[src/hw/rtl/cpss_pkg.sv]
`timescale 1ns / 1ps
// ----------------------------------------------------------------------------
// Camera power and shutter sequencer package
// Shared payload types, register indexes, sequencer modes and timing constants.
// ----------------------------------------------------------------------------
package cpss_pkg;

    // Configuration register indexes.
    localparam int unsigned CFG_INDEX_W = 3;
    localparam int unsigned CFG_DATA_W  = 21;

    typedef enum logic [CFG_INDEX_W-1:0] {
        CFG_MIN_ALT_CM          = 3'd0,
        CFG_SHOT_GAP_TICKS      = 3'd1,
        CFG_STAGE_PHOTO_COUNT   = 3'd2,
        CFG_NAV_SHOTS_ENABLE    = 3'd3,
        CFG_MANUAL_SHOTS_ENABLE = 3'd4
    } cfg_index_t;

    // Sequencer modes.
    typedef enum logic [2:0] {
        MODE_IDLE     = 3'd0,
        MODE_TURN_ON  = 3'd1,
        MODE_SHOT     = 3'd2,
        MODE_TURN_OFF = 3'd3,
        MODE_PAUSE    = 3'd4
    } mode_t;

    // Countdown loads and the points inside them where pins change.
    localparam logic [7:0] TURN_ON_TICKS      = 8'd38;
    localparam logic [7:0] TURN_ON_PULSE_END  = 8'd32;
    localparam logic [7:0] TURN_OFF_TICKS     = 8'd28;
    localparam logic [7:0] TURN_OFF_PULSE_ON  = 8'd16;
    localparam logic [7:0] TURN_OFF_PULSE_END = 8'd10;
    localparam logic [7:0] SHOT_TICKS         = 8'd6;
    localparam logic [7:0] SHOT_PULSE_END     = 8'd2;
    localparam logic [3:0] DESCENT_HOLD_TICKS = 4'd10;

    // Altitude hysteresis band and steep sink threshold.
    localparam logic signed [24:0] ALT_BAND_CM     = 25'sd200;
    localparam logic signed [15:0] STEEP_SINK_CM_S = -16'sd500;

    // Configuration reset values.
    localparam logic signed [20:0] MIN_ALT_CM_RESET        = 21'sd300;
    localparam logic [7:0]         SHOT_GAP_RESET          = 8'd16;
    localparam logic [7:0]         STAGE_PHOTO_COUNT_RESET = 8'd3;

    // One input beat: a navigation tick.
    typedef struct packed {
        logic               fix_valid;
        logic signed [23:0] altitude_cm;
        logic signed [15:0] climb_rate_cm_s;
        logic               nav_mode;
        logic               camera_sense;
    } tick_in_t;

    // One result beat.
    typedef struct packed {
        logic        shutter_level;
        logic        power_switch_level;
        logic [2:0]  sequencer_mode;
        logic        shot_strobe;
        logic [15:0] photo_number;
        logic        camera_wanted;
    } tick_out_t;

endpackage

[src/hw/rtl/camera_power_and_shutter_sequencer.sv]
`timescale 1ns / 1ps
// ----------------------------------------------------------------------------
// Camera power and shutter sequencer
// Altitude and descent gating of camera power, with a countdown sequencer
// driving the power button pulse, the shutter pin and numbered shot strobes.
// ----------------------------------------------------------------------------
// A result beat passes from the input register to the result register when the
// result register is free; a stalled result holds the next tick.
// Throughput: one tick per cycle while the result register is free or being emptied;
// the whole step is one registered pass between the input register and the result register.
// Reset: synchronous, active low aresetn; it restores every state and
// configuration register to its power-up value.
module camera_power_and_shutter_sequencer (
    input  logic                              aclk,
    input  logic                              aresetn,
    // Input tick channel.
    input  logic                              s_valid,
    output logic                              s_ready,
    input  cpss_pkg::tick_in_t                s_data,
    // Result channel.
    output logic                              m_valid,
    input  logic                              m_ready,
    output cpss_pkg::tick_out_t               m_data,
    // Configuration write channel.
    input  logic                              cfg_valid,
    output logic                              cfg_ready,
    input  logic [cpss_pkg::CFG_INDEX_W-1:0]  cfg_index,
    input  logic [cpss_pkg::CFG_DATA_W-1:0]   cfg_data
);

    // Handshake and pipeline registers.
    logic                 in_valid_reg;
    cpss_pkg::tick_in_t   in_data_reg;
    logic                 out_valid_reg;
    cpss_pkg::tick_out_t  out_data_reg;
    cpss_pkg::tick_out_t  out_data_next;
    logic                 advance;

    // Configuration registers.
    logic signed [20:0]   min_alt_cm_reg;
    logic [7:0]           shot_gap_reg;
    logic [7:0]           stage_photo_count_reg;
    logic                 nav_shots_enable_reg;
    logic                 manual_shots_enable_reg;

    // Sequencer state.
    cpss_pkg::mode_t      mode_reg,        mode_next;
    logic [7:0]           countdown_reg,   countdown_next;
    logic                 alt_enable_reg,  alt_enable_next;
    logic [3:0]           descent_hold_reg, descent_hold_next;
    logic                 shoot_en_reg,    shoot_en_next;
    logic [7:0]           stage_count_reg, stage_count_next;
    logic [15:0]          photo_num_reg,   photo_num_next;
    logic                 shutter_reg,     shutter_next;
    logic                 switch_reg,      switch_next;

    // Step temporaries.
    logic signed [24:0]   alt_ext;
    logic signed [24:0]   min_alt_ext;
    logic signed [24:0]   alt_upper;
    logic                 wanted;
    logic                 allowed;
    logic                 strobe;
    logic [15:0]          photo;
    cpss_pkg::mode_t      want_mode;

    // The step runs when the input register holds a beat and the result
    // register is free or being emptied this cycle.
    assign advance   = in_valid_reg && (!out_valid_reg || m_ready);
    assign s_ready   = !in_valid_reg || advance;
    assign m_valid   = out_valid_reg;
    assign m_data    = out_data_reg;
    assign cfg_ready = 1'b1;

    // Input register.
    always_ff @(posedge aclk) begin
        if (!aresetn) begin
            in_valid_reg <= 1'b0;
        end else if (s_ready) begin
            in_valid_reg <= s_valid;
        end
        if (s_valid && s_ready) begin
            in_data_reg <= s_data;
        end
    end

    // Configuration writes.
    always_ff @(posedge aclk) begin
        if (!aresetn) begin
            min_alt_cm_reg          <= cpss_pkg::MIN_ALT_CM_RESET;
            shot_gap_reg            <= cpss_pkg::SHOT_GAP_RESET;
            stage_photo_count_reg   <= cpss_pkg::STAGE_PHOTO_COUNT_RESET;
            nav_shots_enable_reg    <= 1'b0;
            manual_shots_enable_reg <= 1'b1;
        end else if (cfg_valid && cfg_ready) begin
            case (cfg_index)
                cpss_pkg::CFG_MIN_ALT_CM: begin
                    min_alt_cm_reg <= $signed(cfg_data);
                end
                cpss_pkg::CFG_SHOT_GAP_TICKS: begin
                    shot_gap_reg <= cfg_data[7:0];
                end
                cpss_pkg::CFG_STAGE_PHOTO_COUNT: begin
                    stage_photo_count_reg <= cfg_data[7:0];
                end
                cpss_pkg::CFG_NAV_SHOTS_ENABLE: begin
                    nav_shots_enable_reg <= cfg_data[0];
                end
                cpss_pkg::CFG_MANUAL_SHOTS_ENABLE: begin
                    manual_shots_enable_reg <= cfg_data[0];
                end
                default: begin
                end
            endcase
        end
    end

    // Altitude thresholds at a common signed width.
    assign alt_ext     = {in_data_reg.altitude_cm[23], in_data_reg.altitude_cm};
    assign min_alt_ext = {{4{min_alt_cm_reg[20]}}, min_alt_cm_reg};
    assign alt_upper   = min_alt_ext + cpss_pkg::ALT_BAND_CM;

    // Gating, mode requests and the sequencer step for one tick.
    always_comb begin
        mode_next         = mode_reg;
        countdown_next    = countdown_reg;
        alt_enable_next   = alt_enable_reg;
        descent_hold_next = descent_hold_reg;
        shoot_en_next     = shoot_en_reg;
        stage_count_next  = stage_count_reg;
        photo_num_next    = photo_num_reg;
        shutter_next      = shutter_reg;
        switch_next       = switch_reg;
        strobe            = 1'b0;
        photo             = '0;
        want_mode         = cpss_pkg::MODE_IDLE;

        if (countdown_next != 8'd0) begin
            countdown_next = countdown_next - 8'd1;
        end

        // Altitude hysteresis and steep descent hold.
        if (in_data_reg.fix_valid) begin
            if (!min_alt_cm_reg[20]) begin
                if ((alt_ext > alt_upper) && (shot_gap_reg != 8'd0)) begin
                    alt_enable_next = 1'b1;
                end else if (alt_ext < min_alt_ext) begin
                    alt_enable_next = 1'b0;
                end
            end
            if (in_data_reg.climb_rate_cm_s < cpss_pkg::STEEP_SINK_CM_S) begin
                descent_hold_next = cpss_pkg::DESCENT_HOLD_TICKS;
            end
        end

        wanted = alt_enable_next && (descent_hold_next == 4'd0);

        // Power and shot requests; a request only lands from idle or pause.
        if (mode_next != cpss_pkg::MODE_SHOT) begin
            if (wanted != in_data_reg.camera_sense) begin
                want_mode = wanted ? cpss_pkg::MODE_TURN_ON : cpss_pkg::MODE_TURN_OFF;
                if ((want_mode != mode_next) && ((mode_next == cpss_pkg::MODE_IDLE) ||
                                                 (mode_next == cpss_pkg::MODE_PAUSE))) begin
                    mode_next      = want_mode;
                    shutter_next   = 1'b1;
                    countdown_next = 8'd0;
                end
                stage_count_next = 8'd0;
            end else if (wanted && (mode_next == cpss_pkg::MODE_IDLE) && shoot_en_next) begin
                mode_next      = cpss_pkg::MODE_SHOT;
                shutter_next   = 1'b1;
                countdown_next = 8'd0;
            end
        end

        // Shooting permission by navigation mode.
        allowed = (manual_shots_enable_reg && !in_data_reg.nav_mode) ||
                  (nav_shots_enable_reg && in_data_reg.nav_mode);
        if (allowed) begin
            if (!shoot_en_next) begin
                shoot_en_next = wanted;
            end
        end else if (shoot_en_next) begin
            shoot_en_next = 1'b0;
            if (mode_next == cpss_pkg::MODE_PAUSE) begin
                mode_next      = cpss_pkg::MODE_IDLE;
                shutter_next   = 1'b1;
                countdown_next = 8'd0;
            end
        end

        // Countdown sequencer.
        case (mode_next)
            cpss_pkg::MODE_TURN_ON: begin
                if (countdown_next == 8'd0) begin
                    countdown_next = cpss_pkg::TURN_ON_TICKS;
                    switch_next    = 1'b1;
                end else begin
                    if (countdown_next == cpss_pkg::TURN_ON_PULSE_END) begin
                        switch_next = 1'b0;
                    end
                    if ((countdown_next == 8'd1) && in_data_reg.camera_sense) begin
                        mode_next = shoot_en_next ? cpss_pkg::MODE_SHOT : cpss_pkg::MODE_IDLE;
                    end
                end
            end
            cpss_pkg::MODE_SHOT: begin
                if (countdown_next == 8'd0) begin
                    countdown_next   = cpss_pkg::SHOT_TICKS;
                    shutter_next     = 1'b0;
                    strobe           = 1'b1;
                    photo            = photo_num_next;
                    photo_num_next   = photo_num_next + 16'd1;
                    stage_count_next = stage_count_next + 8'd1;
                end else begin
                    if (countdown_next == cpss_pkg::SHOT_PULSE_END) begin
                        shutter_next = 1'b1;
                    end
                    if (countdown_next == 8'd1) begin
                        if ((stage_photo_count_reg > stage_count_next) ||
                            in_data_reg.nav_mode) begin
                            mode_next        = cpss_pkg::MODE_PAUSE;
                            stage_count_next = 8'd0;
                        end else begin
                            mode_next = cpss_pkg::MODE_TURN_OFF;
                        end
                    end
                end
            end
            cpss_pkg::MODE_TURN_OFF: begin
                if (countdown_next == 8'd0) begin
                    countdown_next = cpss_pkg::TURN_OFF_TICKS;
                end else begin
                    if (countdown_next == cpss_pkg::TURN_OFF_PULSE_ON) begin
                        switch_next = 1'b1;
                    end
                    if (countdown_next == cpss_pkg::TURN_OFF_PULSE_END) begin
                        switch_next = 1'b0;
                    end else if (!in_data_reg.camera_sense) begin
                        countdown_next = 8'd0;
                        mode_next      = cpss_pkg::MODE_IDLE;
                    end
                end
            end
            cpss_pkg::MODE_PAUSE: begin
                if (countdown_next == 8'd0) begin
                    countdown_next = shot_gap_reg - cpss_pkg::SHOT_TICKS;
                    shutter_next   = 1'b1;
                end
                if ((countdown_next == 8'd1) && shoot_en_next) begin
                    mode_next = cpss_pkg::MODE_SHOT;
                end
            end
            cpss_pkg::MODE_IDLE: begin
                stage_count_next = 8'd0;
            end
            default: begin
            end
        endcase

        if (descent_hold_next != 4'd0) begin
            descent_hold_next = descent_hold_next - 4'd1;
        end

        // Result beat.
        out_data_next.shutter_level      = shutter_next;
        out_data_next.power_switch_level = switch_next;
        out_data_next.sequencer_mode     = mode_next;
        out_data_next.shot_strobe        = strobe;
        out_data_next.photo_number       = photo;
        out_data_next.camera_wanted      = wanted;
    end

    // Sequencer state registers.
    always_ff @(posedge aclk) begin
        if (!aresetn) begin
            mode_reg         <= cpss_pkg::MODE_IDLE;
            countdown_reg    <= 8'd0;
            alt_enable_reg   <= 1'b0;
            descent_hold_reg <= 4'd0;
            shoot_en_reg     <= 1'b1;
            stage_count_reg  <= 8'd0;
            photo_num_reg    <= 16'd1;
            shutter_reg      <= 1'b1;
            switch_reg       <= 1'b0;
        end else if (advance) begin
            mode_reg         <= mode_next;
            countdown_reg    <= countdown_next;
            alt_enable_reg   <= alt_enable_next;
            descent_hold_reg <= descent_hold_next;
            shoot_en_reg     <= shoot_en_next;
            stage_count_reg  <= stage_count_next;
            photo_num_reg    <= photo_num_next;
            shutter_reg      <= shutter_next;
            switch_reg       <= switch_next;
        end
    end

    // Result register.
    always_ff @(posedge aclk) begin
        if (!aresetn) begin
            out_valid_reg <= 1'b0;
        end else if (advance) begin
            out_valid_reg <= 1'b1;
        end else if (m_ready) begin
            out_valid_reg <= 1'b0;
        end
        if (advance) begin
            out_data_reg <= out_data_next;
        end
    end

`ifndef SYNTH
    // A shot strobe always comes with the shutter pressed in shot mode.
    a_strobe_in_shot: assert property (@(posedge aclk) disable iff (!aresetn)
        (m_valid && m_data.shot_strobe) |->
            (!m_data.shutter_level && (m_data.sequencer_mode == cpss_pkg::MODE_SHOT)))
        else $error("shot strobe without shutter pulse in shot mode");

    // The photo number is only carried on a strobe beat.
    a_photo_zero: assert property (@(posedge aclk) disable iff (!aresetn)
        (m_valid && !m_data.shot_strobe) |-> (m_data.photo_number == 16'd0))
        else $error("photo number set without a shot strobe");

    // A steep sink with a valid fix drops the camera request on that tick.
    a_descent_drops_want: assert property (@(posedge aclk) disable iff (!aresetn)
        (advance && in_data_reg.fix_valid &&
         (in_data_reg.climb_rate_cm_s < cpss_pkg::STEEP_SINK_CM_S)) |=>
            !out_data_reg.camera_wanted)
        else $error("camera wanted during steep descent");
`endif

endmodule
[config.mk]
export PLATFORM = sky130hd
export DESIGN_NAME = camera_power_and_shutter_sequencer
export DESIGN_NICKNAME = d
export VERILOG_FILES = /design/src/hw/rtl/cpss_pkg.sv /design/src/hw/rtl/camera_power_and_shutter_sequencer.sv
export SDC_FILE = /design/constraint.sdc
export NUM_CORES = 1
export LEC_CHECK = 0
export ABC_AREA = 1
export BUFFER_PORTS_ARGS = -buffer_cell sky130_fd_sc_hd__buf_2
export CORE_UTILIZATION = 55
export CTS_CLUSTER_SIZE = 8
export DETAILED_ROUTE_END_ITERATION = 12
export PLACE_DENSITY = 0.79
export SLEW_MARGIN = 20
export SYNTH_ARGS = -nofsm -noshare
export SYNTH_HDL_FRONTEND = slang
export SYNTH_SLANG_ARGS = --single-unit
[constraint.sdc]
create_clock -name aclk -period 5.6 [get_ports aclk]
set_input_delay 0.56 -clock aclk [delete_from_list [all_inputs] [get_ports aclk]]
set_output_delay 0.56 -clock aclk [all_outputs]
set_load 0.02 [all_outputs]
==> summary.txt <==
Clock tree
  – Cts hold-fix bufs: 0
  – Clock tree buffer depth: 2
  – CTS tree: built
  – Latest clock arrival within the worst-skew pair: 0.42 ns
  – Number of CTS-inserted buffers: 17
  – Reg clk slew, reported paths: 0.06 ns
  – Buffer type at the clock tree root: sky130_fd_sc_hd__clkbuf_16
  – Clock Sinks: 148
  – Clock H-tree levels: 4

Pwr
  – Maximum vdd ir drop: 255.1 µV
  – Switch Pwr: 0.9820 mW
  – Switching share of total power: 31.60%
  – Post-route total power: 3.108 mW
  – Internal power: 2.126 mW
  – P per Cell Area: 303.0 nW/µm²
  – Share of power burned in registers: 39.3%
  – Relative contribution of combinational cells to total power: 24.2%
  – Leakage: 4.632 nW
  – Fraction of power consumed by the clock network: 36.4%

Global routing
  – Leftover overflow at the end of global routing: 0
  – Total routing resource utilization after global routing: 26.38%
  – Number of global-route vias before repair: 7192
  – Antenna violations before repair: 0
  – Global-route wire length before repair: 33290 µm
  – Maximum number of pins on one net before global-route repair: 63

Worst setup path
  – Largest stage delay on the critical path: 0.35 ns
  – Required time of the worst setup path: 5.76 ns
  – Internal reg-to-reg setup slack: 0.29 ns
  – Type of the worst setup path: reg2reg
  – Most prevalent standard cell on the critical path: sky130_fd_sc_hd__nand2_1
  – Slowest stage cell on the critical path: sky130_fd_sc_hd__dfxtp_1
  – Crit-path leading delay family: simple AND/OR/NAND/NOR gates
  – Crit path launch type: flip-flop
  – Arrival @ worst endpoint: 5.47 ns
  – Critical Path Fanout Max: 6
  – Buffers and inverters on the worst path: 5
  – Capturing element type of the critical path: flip-flop

Timing
  – Achievable Freq: 0.1885 GHz
  – Fin crit share: 94.75%
  – Total setup violations reported at the end of the flow: 0
  – Final hold slack: 0.3068 ns
  – Period minus WS final: 5.306 ns
  – Unrepaired setup endpoints after global routing: true
  – Worst slew pin tran: 1.117 ns
  – Relative max-transition margin: 25.34%
  – Maximum clock skew at final layout: 0.007720 ns
  – Least setup slack across all paths after layout: 0.2942 ns
  – Final max-slew violation count: 0
  – Final Hold Violating Endpoints: 0

Route
  – DR iter-0 viols: 760
  – Remaining routing DRC violations: 0
  – Routed wire per std cell: 15.16 µm
  – Vias: 7847
  – Remaining antenna violation count after routing: 0
  – Detailed Route WL: 21260 µm
  – Routed via count divided by cell count: 5.593
  – Iteration count of the initial detailed-routing pass: 5

Yosys
  – Register bit count reported by yosys: 148
  – Number of instances in the synthesized netlist: 1067
  – Mapped Nets: 1197
  – Area of the mapped netlist: 8453 µm²
  – Synth Area per Inst: 7.922 µm²
  – Synth unique cells: 48
  – Number of enable-type register cells in the synthesized netlist: 64
  – Count of warnings emitted by yosys: 0
  – Top flip-flop cell by instance count after synthesis: sky130_fd_sc_hd__dfxtp_1
  – Sequential area share after synthesis: 42.63%
  – Asr flop ratio synth: 0%

Placement
  – Pre-CTS worst setup slack: -0.007135 ns
  – Instance count after placement with tap cells included: 1362
  – Post-detail-place hpwl: 14750 µm
  – Gpl congestion: 0.9153
  – Buffers added on ports: 94

Cells and area
  – Sequential cell area: 3606 µm²
  – Post-Layout Cell Count: 1403
  – Number of nets in the layout: 1336
  – Core occupancy in the finished layout: 69.50%
  – Fraction of final layout cells sized beyond drive strength 1: 21.08%
  – Flip-flop count of the largest register after layout: 24
  – Area growth from synthesis to final layout: 21.31%
  – Multi-input gate area: 4400 µm²
  – Filler cell count: 1171
  – ANT cells: 0

Worst hold path
  – Kind of path behind the tightest hold check: in2reg

Floorplan
  – Area inside the core boundary: 14750 µm²
  – Die width: 126.0 µm
  – Area of the die: 15870 µm²
  – Number of rows in the core area: 44
  – DIE HEIGHT: 126.0 µm
  – Number of top-level design ports: 98
  – Starting Density: 57.29%

Run status
  – Status: finished, final reports clean

Flow run
  – # Max-Cap Violations: 0
==> cell families (layout without fill, tap and decap cells) <==
| kind of cell | count (synthesis) | count (layout) | share of synthesized area [%] |
|---|---|---|---|
| AND/OR/NAND/NOR | 432 | 433 | 23.25 |
| buffers and inverters | 179 | 330 | 8.244 |
| adder cells (fa/ha/maj) | 58 | 58 | 8.585 |
| XOR/XNOR | 30 | 30 | 3.108 |
| AO/OA/AOI/OAI | 219 | 219 | 14.14 |
| other | 1 | 1 | 0.04436 |
| flip-flops | 148 | 148 | 42.63 |
==> synth_stat cells (all sizes together) (23+ instances only) <==
library cell  instances  area, µm²
nand2               218      878.3
xor2                 27      236.5
dfxtp                84       1682
ha                   58      725.7
o21ai                85      436.7
edfxtp               64       1922
a21oi               101      509.2
nand4                25      177.7
nand3                46      255.3
inv                 153      574.3
nor2                106      435.4
nor3                 23      126.4
==> cell type report <==
cell class / instances / share of cell area (%)
clock inverters: 12 / 1.232
well taps: 184 / 2.245
inverters: 156 / 5.759
clock buffers: 20 / 4.466
flip-flops and latches: 148 / 35.16
multi-input cells: 741 / 42.91
repair buffers: 142 / 8.224
==> layer usage <==
layer | vias to the layer above | global-route usage [%] | share of wire (%)
li1 | 3868 | - | -
met1 | 3590 | 33.88 | 43
met2 | 335 | 43.39 | 47
met3 | 54 | 5.862 | 7.1
met4 | 0 | 10.21 | 3.0
met5 | - | 0 | 0
==> power groups by stage <==
stage	clock network, mW	registers, mW	logic (mW)
2_1_floorplan	0	1.25	0.476
3_3_place_gp	0	1.24	0.660
3_5_place_dp	0	1.24	0.675
4_1_cts	1.14	1.22	0.684
5_1_grt	1.18	1.23	0.827
6_report	1.13	1.22	0.753
==> path summary, 6_finish.rpt <==
path,cells after the start,start,to
setup / recovery,38,min_alt_cm_reg[5],m_data[20]
hold / removal,1,s_data[12],in_data_reg[12]
setup reg to reg,38,min_alt_cm_reg[5],m_data[20]
hold reg to reg,2,min_alt_cm_reg[1],min_alt_cm_reg[1]
==> layout by cell type (no fill, tap or decap), drive strengths merged, types with 3 or more instances in the layout <==
master and n:
clkbuf 21, nor3 23, nand3b 3, o211ai 12, nor2 106, a31oi 9, nand2 218, xor2 27
clkinv 10, dfxtp 84, edfxtp 64, a21oi 101, nand4 26, buf 141, inv 155, nand3 46
xnor2 3, nor4 7, ha 58, o21ai 85
==> what timing repair did <==
item | 4_1_cts | 5_1_grt
cloned | 0 | 1
buffers inserted | 0 | 8
setup endpoints to repair | 7 | 35
gates resized for setup | 2 | 60
pin swaps | 0 | 28
==> through the flow <==
stage	cell area, µm²	TNS, ns
after floorplan	8453	0
after global placement	9348	0
after detailed placement	9348	-0.007135
after CTS	9943	0
after global routing	10250	-0.7685
final	10250	0
Note: power is estimated with default switching activity, not from simulation.
